**config.mk**
```make
export PLATFORM = sky130hd
export DESIGN_NAME = sorted_table_binary_search
export DESIGN_NICKNAME = d
export VERILOG_FILES = /design/src/rtl/sts_pkg.sv /design/src/rtl/sorted_table_binary_search.sv /design/src/rtl/sts_table_ram.sv /design/src/rtl/sts_ctrl.sv
export SDC_FILE = /design/constraint.sdc
export NUM_CORES = 2
export LEC_CHECK = 0
export ABC_CLOCK_PERIOD_IN_PS = 14300
export BUFFER_PORTS_ARGS = -buffer_cell sky130_fd_sc_hd__buf_4
export CELL_PAD_IN_SITES_DETAIL_PLACEMENT = 0
export CELL_PAD_IN_SITES_GLOBAL_PLACEMENT = 1
export CORE_ASPECT_RATIO = 1.75
export CORE_MARGIN = 3
export CORE_UTILIZATION = 40
export CTS_CLUSTER_SIZE = 40
export DETAILED_ROUTE_END_ITERATION = 10
export GPL_ROUTABILITY_DRIVEN = 0
export PLACE_DENSITY_LB_ADDON = 0.05
export SKIP_LAST_GASP = 1
export SYNTH_ARGS = -nofsm -noshare
export SYNTH_HDL_FRONTEND = slang
export SYNTH_SLANG_ARGS = --single-unit
export TNS_END_PERCENT = 100
```
**constraint.sdc**
```tcl
create_clock -name clk_i -period 14.3 [get_ports clk_i]
set_input_delay 2.86 -clock clk_i [delete_from_list [all_inputs] [get_ports clk_i]]
set_output_delay 2.86 -clock clk_i [all_outputs]
set_load 0.03 [all_outputs]
```
**src/rtl/sts_pkg.sv**
```systemverilog
// Package for the sorted table binary search block.
// Holds the sizes, the item and memory request types and the sequencer states.
// No dependencies.
package sts_pkg;

  localparam int TableDepth = 128;
  localparam int ValueWidth = 16;
  localparam int AddrW      = $clog2(TableDepth);
  localparam int CntW       = AddrW + 1;
  localparam int PosW       = 7;
  localparam int ProbeW     = 4;
  localparam int TotalW     = 16;

  typedef logic signed [ValueWidth-1:0] val_t;
  typedef logic signed [CntW:0]         bound_t;

  typedef struct packed {
    logic               command;
    logic signed [15:0] load_value;
    logic               last_value;
    logic signed [15:0] search_key;
  } sts_in_t;

  typedef struct packed {
    logic              found;
    logic [PosW-1:0]   position;
    logic [ProbeW-1:0] probes;
    logic [TotalW-1:0] compare_total;
  } sts_out_t;

  typedef struct packed {
    logic             we;
    logic [AddrW-1:0] waddr;
    val_t             wdata;
    logic [AddrW-1:0] raddr;
  } sts_mem_req_t;

  typedef enum logic {
    CMD_LOAD   = 1'b0,
    CMD_SEARCH = 1'b1
  } sts_cmd_e;

  typedef enum logic [2:0] {
    ST_IDLE,
    ST_SORT_RD,
    ST_SORT_GETV,
    ST_SORT_CMP,
    ST_SORT_PLACE,
    ST_SRCH_CMP,
    ST_SRCH_DONE
  } sts_state_e;

endpackage

```
**src/rtl/sorted_table_binary_search.sv**
```systemverilog
// Load item: taken in idle. Search item: taken in idle, then probed (at most
// log2(depth)+1 probes), then handed off; the result shows on the output register
// the cycle after. One memory read per cycle sets the probe rate.
// Closing load: insertion sort shifts larger entries up, then places each one.
// Reset clears control state and the probe total; table contents are undefined
// until loaded and get no clearing pass.
module sorted_table_binary_search
  import sts_pkg::*;
(
  input  logic     clk_i,
  input  logic     rst_ni,
  input  logic     in_valid_i,
  output logic     in_ready_o,
  input  sts_in_t  in_item_i,
  output logic     out_valid_o,
  input  logic     out_ready_i,
  output sts_out_t out_item_o
);

  sts_mem_req_t mem_req;
  val_t         rd_data;
  logic         res_valid;
  logic         res_ready;
  sts_out_t     res_item;

  logic     out_valid_q, out_valid_d;
  sts_out_t out_item_q, out_item_d;

  sts_table_ram u_ram (
    .clk_i     (clk_i),
    .req_i     (mem_req),
    .rd_data_o (rd_data)
  );

  sts_ctrl u_ctrl (
    .clk_i       (clk_i),
    .rst_ni      (rst_ni),
    .in_valid_i  (in_valid_i),
    .in_ready_o  (in_ready_o),
    .in_item_i   (in_item_i),
    .res_valid_o (res_valid),
    .res_ready_i (res_ready),
    .res_item_o  (res_item),
    .mem_req_o   (mem_req),
    .rd_data_i   (rd_data)
  );

  // The output register takes a new item when empty or being drained.
  assign res_ready = !out_valid_q || out_ready_i;

  always_comb begin
    out_valid_d = out_valid_q;
    out_item_d  = out_item_q;
    if (res_valid && res_ready) begin
      out_valid_d = 1'b1;
      out_item_d  = res_item;
    end else if (out_ready_i) begin
      out_valid_d = 1'b0;
    end
  end

  always_ff @(posedge clk_i or negedge rst_ni) begin
    if (!rst_ni) begin
      out_valid_q <= 1'b0;
    end else begin
      out_valid_q <= out_valid_d;
    end
  end

  always_ff @(posedge clk_i) begin
    out_item_q <= out_item_d;
  end

  assign out_valid_o = out_valid_q;
  assign out_item_o  = out_item_q;

endmodule

```
**src/rtl/sts_table_ram.sv**
```systemverilog
// Table storage: one write port and one read port, read data registered.
// Depends on sts_pkg.
module sts_table_ram
  import sts_pkg::*;
(
  input  logic         clk_i,
  input  sts_mem_req_t req_i,
  output val_t         rd_data_o
);

  val_t mem [TableDepth];
  val_t rd_data_q;

  always_ff @(posedge clk_i) begin
    if (req_i.we) begin
      mem[req_i.waddr] <= req_i.wdata;
    end
    rd_data_q <= mem[req_i.raddr];
  end

  assign rd_data_o = rd_data_q;

endmodule

```
**src/rtl/sts_ctrl.sv**
```systemverilog
// Sequencer for loads, the insertion sort at table close and the binary search.
// Drives the table memory and hands one result per search to the output stage.
// Depends on sts_pkg.
module sts_ctrl
  import sts_pkg::*;
(
  input  logic         clk_i,
  input  logic         rst_ni,
  input  logic         in_valid_i,
  output logic         in_ready_o,
  input  sts_in_t      in_item_i,
  output logic         res_valid_o,
  input  logic         res_ready_i,
  output sts_out_t     res_item_o,
  output sts_mem_req_t mem_req_o,
  input  val_t         rd_data_i
);

  sts_state_e state_q, state_d;

  logic [CntW-1:0]   count_q, count_d;
  logic              closed_q, closed_d;
  logic [TotalW-1:0] total_q, total_d;
  logic [CntW-1:0]   i_q, i_d;
  logic [AddrW-1:0]  j_q, j_d;
  val_t              v_q, v_d;
  val_t              key_q, key_d;
  bound_t            low_q, low_d;
  bound_t            high_q, high_d;
  logic [AddrW-1:0]  mid_q, mid_d;
  logic [ProbeW-1:0] probes_q, probes_d;
  logic              hit_q, hit_d;
  logic [AddrW-1:0]  pos_q, pos_d;

  // Load bookkeeping: a load after a closed table starts from an empty one.
  logic [CntW-1:0] cnt_base;
  logic            load_fits;
  logic [CntW-1:0] load_cnt;
  logic            is_load;
  logic            is_search;

  assign is_load   = in_valid_i && (in_item_i.command == CMD_LOAD);
  assign is_search = in_valid_i && (in_item_i.command == CMD_SEARCH);
  assign cnt_base  = closed_q ? '0 : count_q;
  assign load_fits = cnt_base < CntW'(TableDepth);
  assign load_cnt  = load_fits ? cnt_base + 1'b1 : cnt_base;

  // Initial search window is 0 .. count-1.
  bound_t high_init;
  logic [CntW-1:0] mid_init_full;
  assign high_init     = $signed({1'b0, count_q}) - bound_t'(1);
  assign mid_init_full = (count_q - 1'b1) >> 1;

  // One probe: compare against the entry at mid and narrow the window.
  bound_t mid_s, new_low, new_high;
  logic [CntW+1:0] mid_sum;
  logic key_lt, key_eq, srch_more;
  logic [AddrW-1:0] mid_next;

  assign mid_s     = bound_t'({1'b0, mid_q});
  assign key_lt    = key_q < rd_data_i;
  assign key_eq    = key_q == rd_data_i;
  assign new_low   = key_lt ? low_q : mid_s + bound_t'(1);
  assign new_high  = key_lt ? mid_s - bound_t'(1) : high_q;
  assign srch_more = !key_eq && (new_high >= new_low);
  assign mid_sum   = {new_low[CntW], new_low} + {new_high[CntW], new_high};
  assign mid_next  = mid_sum[AddrW:1];

  // Sort: shift the larger neighbor up while it exceeds the held value.
  logic sort_move;
  assign sort_move = rd_data_i > v_q;

  logic [TotalW:0] total_sum;
  logic [TotalW-1:0] total_sat;
  assign total_sum = {1'b0, total_q} + (TotalW+1)'(probes_q);
  assign total_sat = total_sum[TotalW] ? '1 : total_sum[TotalW-1:0];

  // Next state.
  always_comb begin
    state_d = state_q;
    unique case (state_q)
      ST_IDLE: begin
        if (is_load) begin
          if (in_item_i.last_value && (load_cnt > CntW'(1))) begin
            state_d = ST_SORT_RD;
          end
        end else if (is_search) begin
          state_d = (count_q != '0) ? ST_SRCH_CMP : ST_SRCH_DONE;
        end
      end
      ST_SORT_RD:   state_d = ST_SORT_GETV;
      ST_SORT_GETV: state_d = ST_SORT_CMP;
      ST_SORT_CMP: begin
        if (!sort_move || (j_q == AddrW'(1))) begin
          state_d = ST_SORT_PLACE;
        end
      end
      ST_SORT_PLACE: begin
        state_d = ((i_q + 1'b1) < count_q) ? ST_SORT_RD : ST_IDLE;
      end
      ST_SRCH_CMP: begin
        if (!srch_more) begin
          state_d = ST_SRCH_DONE;
        end
      end
      ST_SRCH_DONE: begin
        if (res_ready_i) begin
          state_d = ST_IDLE;
        end
      end
      default: state_d = ST_IDLE;
    endcase
  end

  // Outputs: memory requests, handshakes and the result item.
  always_comb begin
    mem_req_o   = '0;
    in_ready_o  = 1'b0;
    res_valid_o = 1'b0;
    unique case (state_q)
      ST_IDLE: begin
        in_ready_o      = 1'b1;
        mem_req_o.we    = is_load && load_fits;
        mem_req_o.waddr = cnt_base[AddrW-1:0];
        mem_req_o.wdata = in_item_i.load_value[ValueWidth-1:0];
        mem_req_o.raddr = mid_init_full[AddrW-1:0];
      end
      ST_SORT_RD: mem_req_o.raddr = i_q[AddrW-1:0];
      ST_SORT_GETV: mem_req_o.raddr = i_q[AddrW-1:0] - 1'b1;
      ST_SORT_CMP: begin
        mem_req_o.we    = sort_move;
        mem_req_o.waddr = j_q;
        mem_req_o.wdata = rd_data_i;
        mem_req_o.raddr = j_q - AddrW'(2);
      end
      ST_SORT_PLACE: begin
        mem_req_o.we    = 1'b1;
        mem_req_o.waddr = j_q;
        mem_req_o.wdata = v_q;
      end
      ST_SRCH_CMP: mem_req_o.raddr = mid_next;
      ST_SRCH_DONE: res_valid_o = 1'b1;
      default: ;
    endcase
  end

  always_comb begin
    res_item_o.found         = hit_q;
    res_item_o.position      = PosW'(pos_q);
    res_item_o.probes        = probes_q;
    res_item_o.compare_total = total_sat;
  end

  // Datapath next values.
  always_comb begin
    count_d  = count_q;
    closed_d = closed_q;
    total_d  = total_q;
    i_d      = i_q;
    j_d      = j_q;
    v_d      = v_q;
    key_d    = key_q;
    low_d    = low_q;
    high_d   = high_q;
    mid_d    = mid_q;
    probes_d = probes_q;
    hit_d    = hit_q;
    pos_d    = pos_q;
    case (state_q)
      ST_IDLE: begin
        if (is_load) begin
          if (closed_q) begin
            total_d = '0;
          end
          count_d  = load_cnt;
          closed_d = in_item_i.last_value;
          i_d      = CntW'(1);
        end else if (is_search) begin
          key_d    = in_item_i.search_key[ValueWidth-1:0];
          low_d    = '0;
          high_d   = high_init;
          mid_d    = mid_init_full[AddrW-1:0];
          probes_d = '0;
          hit_d    = 1'b0;
          pos_d    = '0;
        end
      end
      ST_SORT_GETV: begin
        v_d = rd_data_i;
        j_d = i_q[AddrW-1:0];
      end
      ST_SORT_CMP: begin
        if (sort_move) begin
          j_d = j_q - 1'b1;
        end
      end
      ST_SORT_PLACE: i_d = i_q + 1'b1;
      ST_SRCH_CMP: begin
        probes_d = probes_q + 1'b1;
        low_d    = new_low;
        high_d   = new_high;
        mid_d    = mid_next;
        if (key_eq) begin
          hit_d = 1'b1;
          pos_d = mid_q;
        end
      end
      ST_SRCH_DONE: begin
        if (res_ready_i) begin
          total_d = total_sat;
        end
      end
      default: ;
    endcase
  end

  always_ff @(posedge clk_i or negedge rst_ni) begin
    if (!rst_ni) begin
      state_q  <= ST_IDLE;
      count_q  <= '0;
      closed_q <= 1'b1;
      total_q  <= '0;
      probes_q <= '0;
    end else begin
      state_q  <= state_d;
      count_q  <= count_d;
      closed_q <= closed_d;
      total_q  <= total_d;
      probes_q <= probes_d;
    end
  end

  always_ff @(posedge clk_i) begin
    i_q    <= i_d;
    j_q    <= j_d;
    v_q    <= v_d;
    key_q  <= key_d;
    low_q  <= low_d;
    high_q <= high_d;
    mid_q  <= mid_d;
    hit_q  <= hit_d;
    pos_q  <= pos_d;
  end

  a_count_bound: assert property (@(posedge clk_i) disable iff (!rst_ni)
    count_q <= CntW'(TableDepth))
    else $error("entry count beyond table depth");

  a_probe_bound: assert property (@(posedge clk_i) disable iff (!rst_ni)
    probes_q <= ProbeW'(AddrW + 1))
    else $error("search made more probes than the table allows");

  a_write_states: assert property (@(posedge clk_i) disable iff (!rst_ni)
    mem_req_o.we |-> (state_q == ST_IDLE || state_q == ST_SORT_CMP ||
                      state_q == ST_SORT_PLACE))
    else $error("table written outside load or sort");

  a_sort_index: assert property (@(posedge clk_i) disable iff (!rst_ni)
    (state_q == ST_SORT_CMP) |-> (j_q != '0))
    else $error("sort compare with no lower neighbor");

  a_total_once: assert property (@(posedge clk_i) disable iff (!rst_ni)
    (state_q == ST_SRCH_DONE && res_ready_i) |=> (state_q == ST_IDLE))
    else $error("search result not retired after hand-off");

endmodule
```
==> reports/metrics.cfg <==
[drt]
wl_per_cell_um = 29.0
antenna_left = 0
drt_iter0_markers = 4980
routed_wl_um = 298000
via_per_inst = 5.67
firstDrtPassIters = 7
drc_errors = 0
num_vias = 58300

[synthesis]
ys_types = 72
synth_cells = 7124
synth_edf_count = 2156
ys_ff_latch = 2205
async_flop_share = 0.0150
netlist_area_um2 = 90300
synth_area_leaders = edfxtp_1, nand2_1, nand3_1
yosysTopAreaCellShare = 0.717
ys_seq_area_frac = 0.730
synthesis.nets = 7234
yosysWarnings = 0
syn_area_per_cell_um2 = 12.7
ys.flop_type = edfxtp_1
synth_area_leader_cell = edfxtp_1

[clock_network]
htree_levels = 4
cts.sinks = 2205
tritoncts = yes
cts_resized = 0
cts_hold_buf = 0
clock_latency_ps = 860
cts_made_buffers = 216
clkSlewWorstSetupHoldPaths_ps = 60
cts-root-buf = clkbuf_16
cts_max_path_buffers = 4
cts_setup_buffers = 0

[critical_path]
path_max_fanout = 43
worstReg2RegStart = u_ram.rd_data_o[7]
ff2ff_path_depth = 22
critPathRequiredTime_ps = 15080
startpoint_type = flip-flop
crit_type = reg -> reg
r2r_slack_ps = 5780
rr_endpoint = u_ram.rd_data_o[13]
critPathArrivalTime_ps = 9300
cp-end-kind = flip-flop

[timing]
finalSetupTns_ps = 0
hold_violations = 0
clock_skew_ps = 35.2
tightest_slew_ps = 1420
fmax_mhz = 117
layout_min_cycle_time_ps = 8520
maxSlewHeadroom = 0.0443
setup_viol = 0
rsz0062_at_grt = no
drv_slew = 0
period_share = 0.596

[floorplan]
io_pins = 68
dieArea_um2 = 232000
num_rows = 230
die_h_um = 635
die_w_um = 365
start_util = 0.402
fp.coreArea_um2 = 224000

[layout]
drive_above_1_share = 0.102
layout-area-overhead-vs-synth_pct = 13.0
nNetsFinal = 7316
mostFrequentLayoutCells = nand2_1, edfxtp_1, nand3_1
final_common_cell = nand2_1

[placement]
io_buffers = 67
place_hpwl_um = 177000

[global_routing]
grt_max_degree = 149
grt_pass1_wl_um = 425000
track_usage = 0.253
antenna_found_initial = 9
grt_pass1_vias = 57100
grt.overflow.total = 0

[min_path]
min_path_type = reg -> reg
hold_depth = 0
hold_start = u_ctrl.pos_q[5]
whs_endpoint = out_item_o[25]

[flow_run]
drv_cap = 0

[outcome]
status = complete, no violations

flip-flops by register name, indices dropped and copies added, names as in the netlist:
signal and cells:
out_item_o 28, u_ctrl.high_q 9, u_ctrl.probes_q 4, u_ctrl.mid_q 7, u_ctrl.count_q 8, u_ctrl.key_q 16
u_ctrl.j_q 7, u_ctrl.v_q 16, u_ram.rd_data_o 16, u_ctrl.hit_q 1, u_ctrl.state_q 3, u_ctrl.closed_q 1
u_ctrl.i_q 8, u_ctrl.pos_q 7, u_ram.mem 2048, out_valid_o 1, u_ctrl.total_q 16, u_ctrl.low_q 9
routing by layer:
layer,GRT usage,up-vias,part of all wire
met5,0,-,0.000044
met4,0.101,2,0.044
met3,0.0294,449,0.049
met2,0.448,1618,0.51
met1,0.315,29900,0.40
li1,-,26300,-
through the flow:
| step | hold WS [ps] | utilization | instance area [µm²] | std cells | setup slack, ps |
|---|---|---|---|---|---|
| finish | 418 | 0.454 | 102000 | 10300 | 5780 |
| global route | 439 | 0.454 | 102000 | 10300 | 5180 |
| CTS | 421 | 0.454 | 102000 | 10300 | 5850 |
| detailed placement | 409 | 0.425 | 95300 | 9888 | 5890 |
| global placement | 404 | 0.424 | 95200 | 9881 | 5280 |
| floorplan | 400 | - | 90300 | 7124 | 6970 |
how the worst max path moves through the flow:
stage                       startpoint                   to  slack (ps)
finish              u_ram.rd_data_o[7]  u_ram.rd_data_o[13]        5780
CTS                 u_ram.rd_data_o[7]   u_ram.rd_data_o[9]        5850
floorplan                in_item_i[17]      u_ram.mem[0][0]        6970
global placement    u_ram.rd_data_o[7]   u_ram.rd_data_o[8]        5280
global route        u_ram.rd_data_o[7]  u_ram.rd_data_o[12]        5180
detailed placement  u_ram.rd_data_o[7]   u_ram.rd_data_o[9]        5890
cell type report:
| class | count | area [µm²] |
|---|---|---|
| clock inverters | 105 | 955 |
| well taps | 2900 | 3630 |
| fillers | 20200 | 122000 |
| flip-flops and latches | 2205 | 65900 |
| diodes | 7 | 17.5 |
| clock buffers | 275 | 5710 |
| inverters | 74 | 278 |
| repair buffers | 350 | 2820 |
| multi-input cells | 4359 | 22700 |
logic make-up after synthesis:
logic type / count (synthesis) / synth area share
AO/OA/AOI/OAI: 745 / 0.0640
XOR/XNOR: 54 / 0.00539
adder cells (fa/ha/maj): 72 / 0.0101
buffers and inverters: 560 / 0.0243
flip-flops: 2205 / 0.730
multiplexers: 30 / 0.00337
AND/OR/NAND/NOR: 3458 / 0.163
worst max-delay path: stages, from the launching register on:
cell and delay [ps]:
dfxtp_1 360, inv_1 100, ha_1 320, a21oi_1 180
o21ai_0 120, a2111o_1 420, nor3_1 320, or2_1 900
o21ai_0 320, ha_1 330, ha_1 210, nor2_1 170
xor2_1 220, or2_2 190, o2111ai_4 610, buf_4 600
buf_4 410, and3_1 210, a311oi_1 510, a311oi_2 220
nor4_1 1250, o22ai_1 210, a21oi_1 190
synth_stat cells (all sizes together) (32+ instances only):
cell type  instances
o22ai             33
buf               68
nand3            737
inv               73
edfxtp          2156
nor2             226
nor4              54
a311oi           361
ha                71
a31oi             87
a21oi             98
clkbuf           418
dfrtp             32
nand2           2165
and3             193
o21ai             39
Power is left out: the tool's default activity adds up to more than one toggle a clock period on the data nets, which glitch-free logic cannot reach.
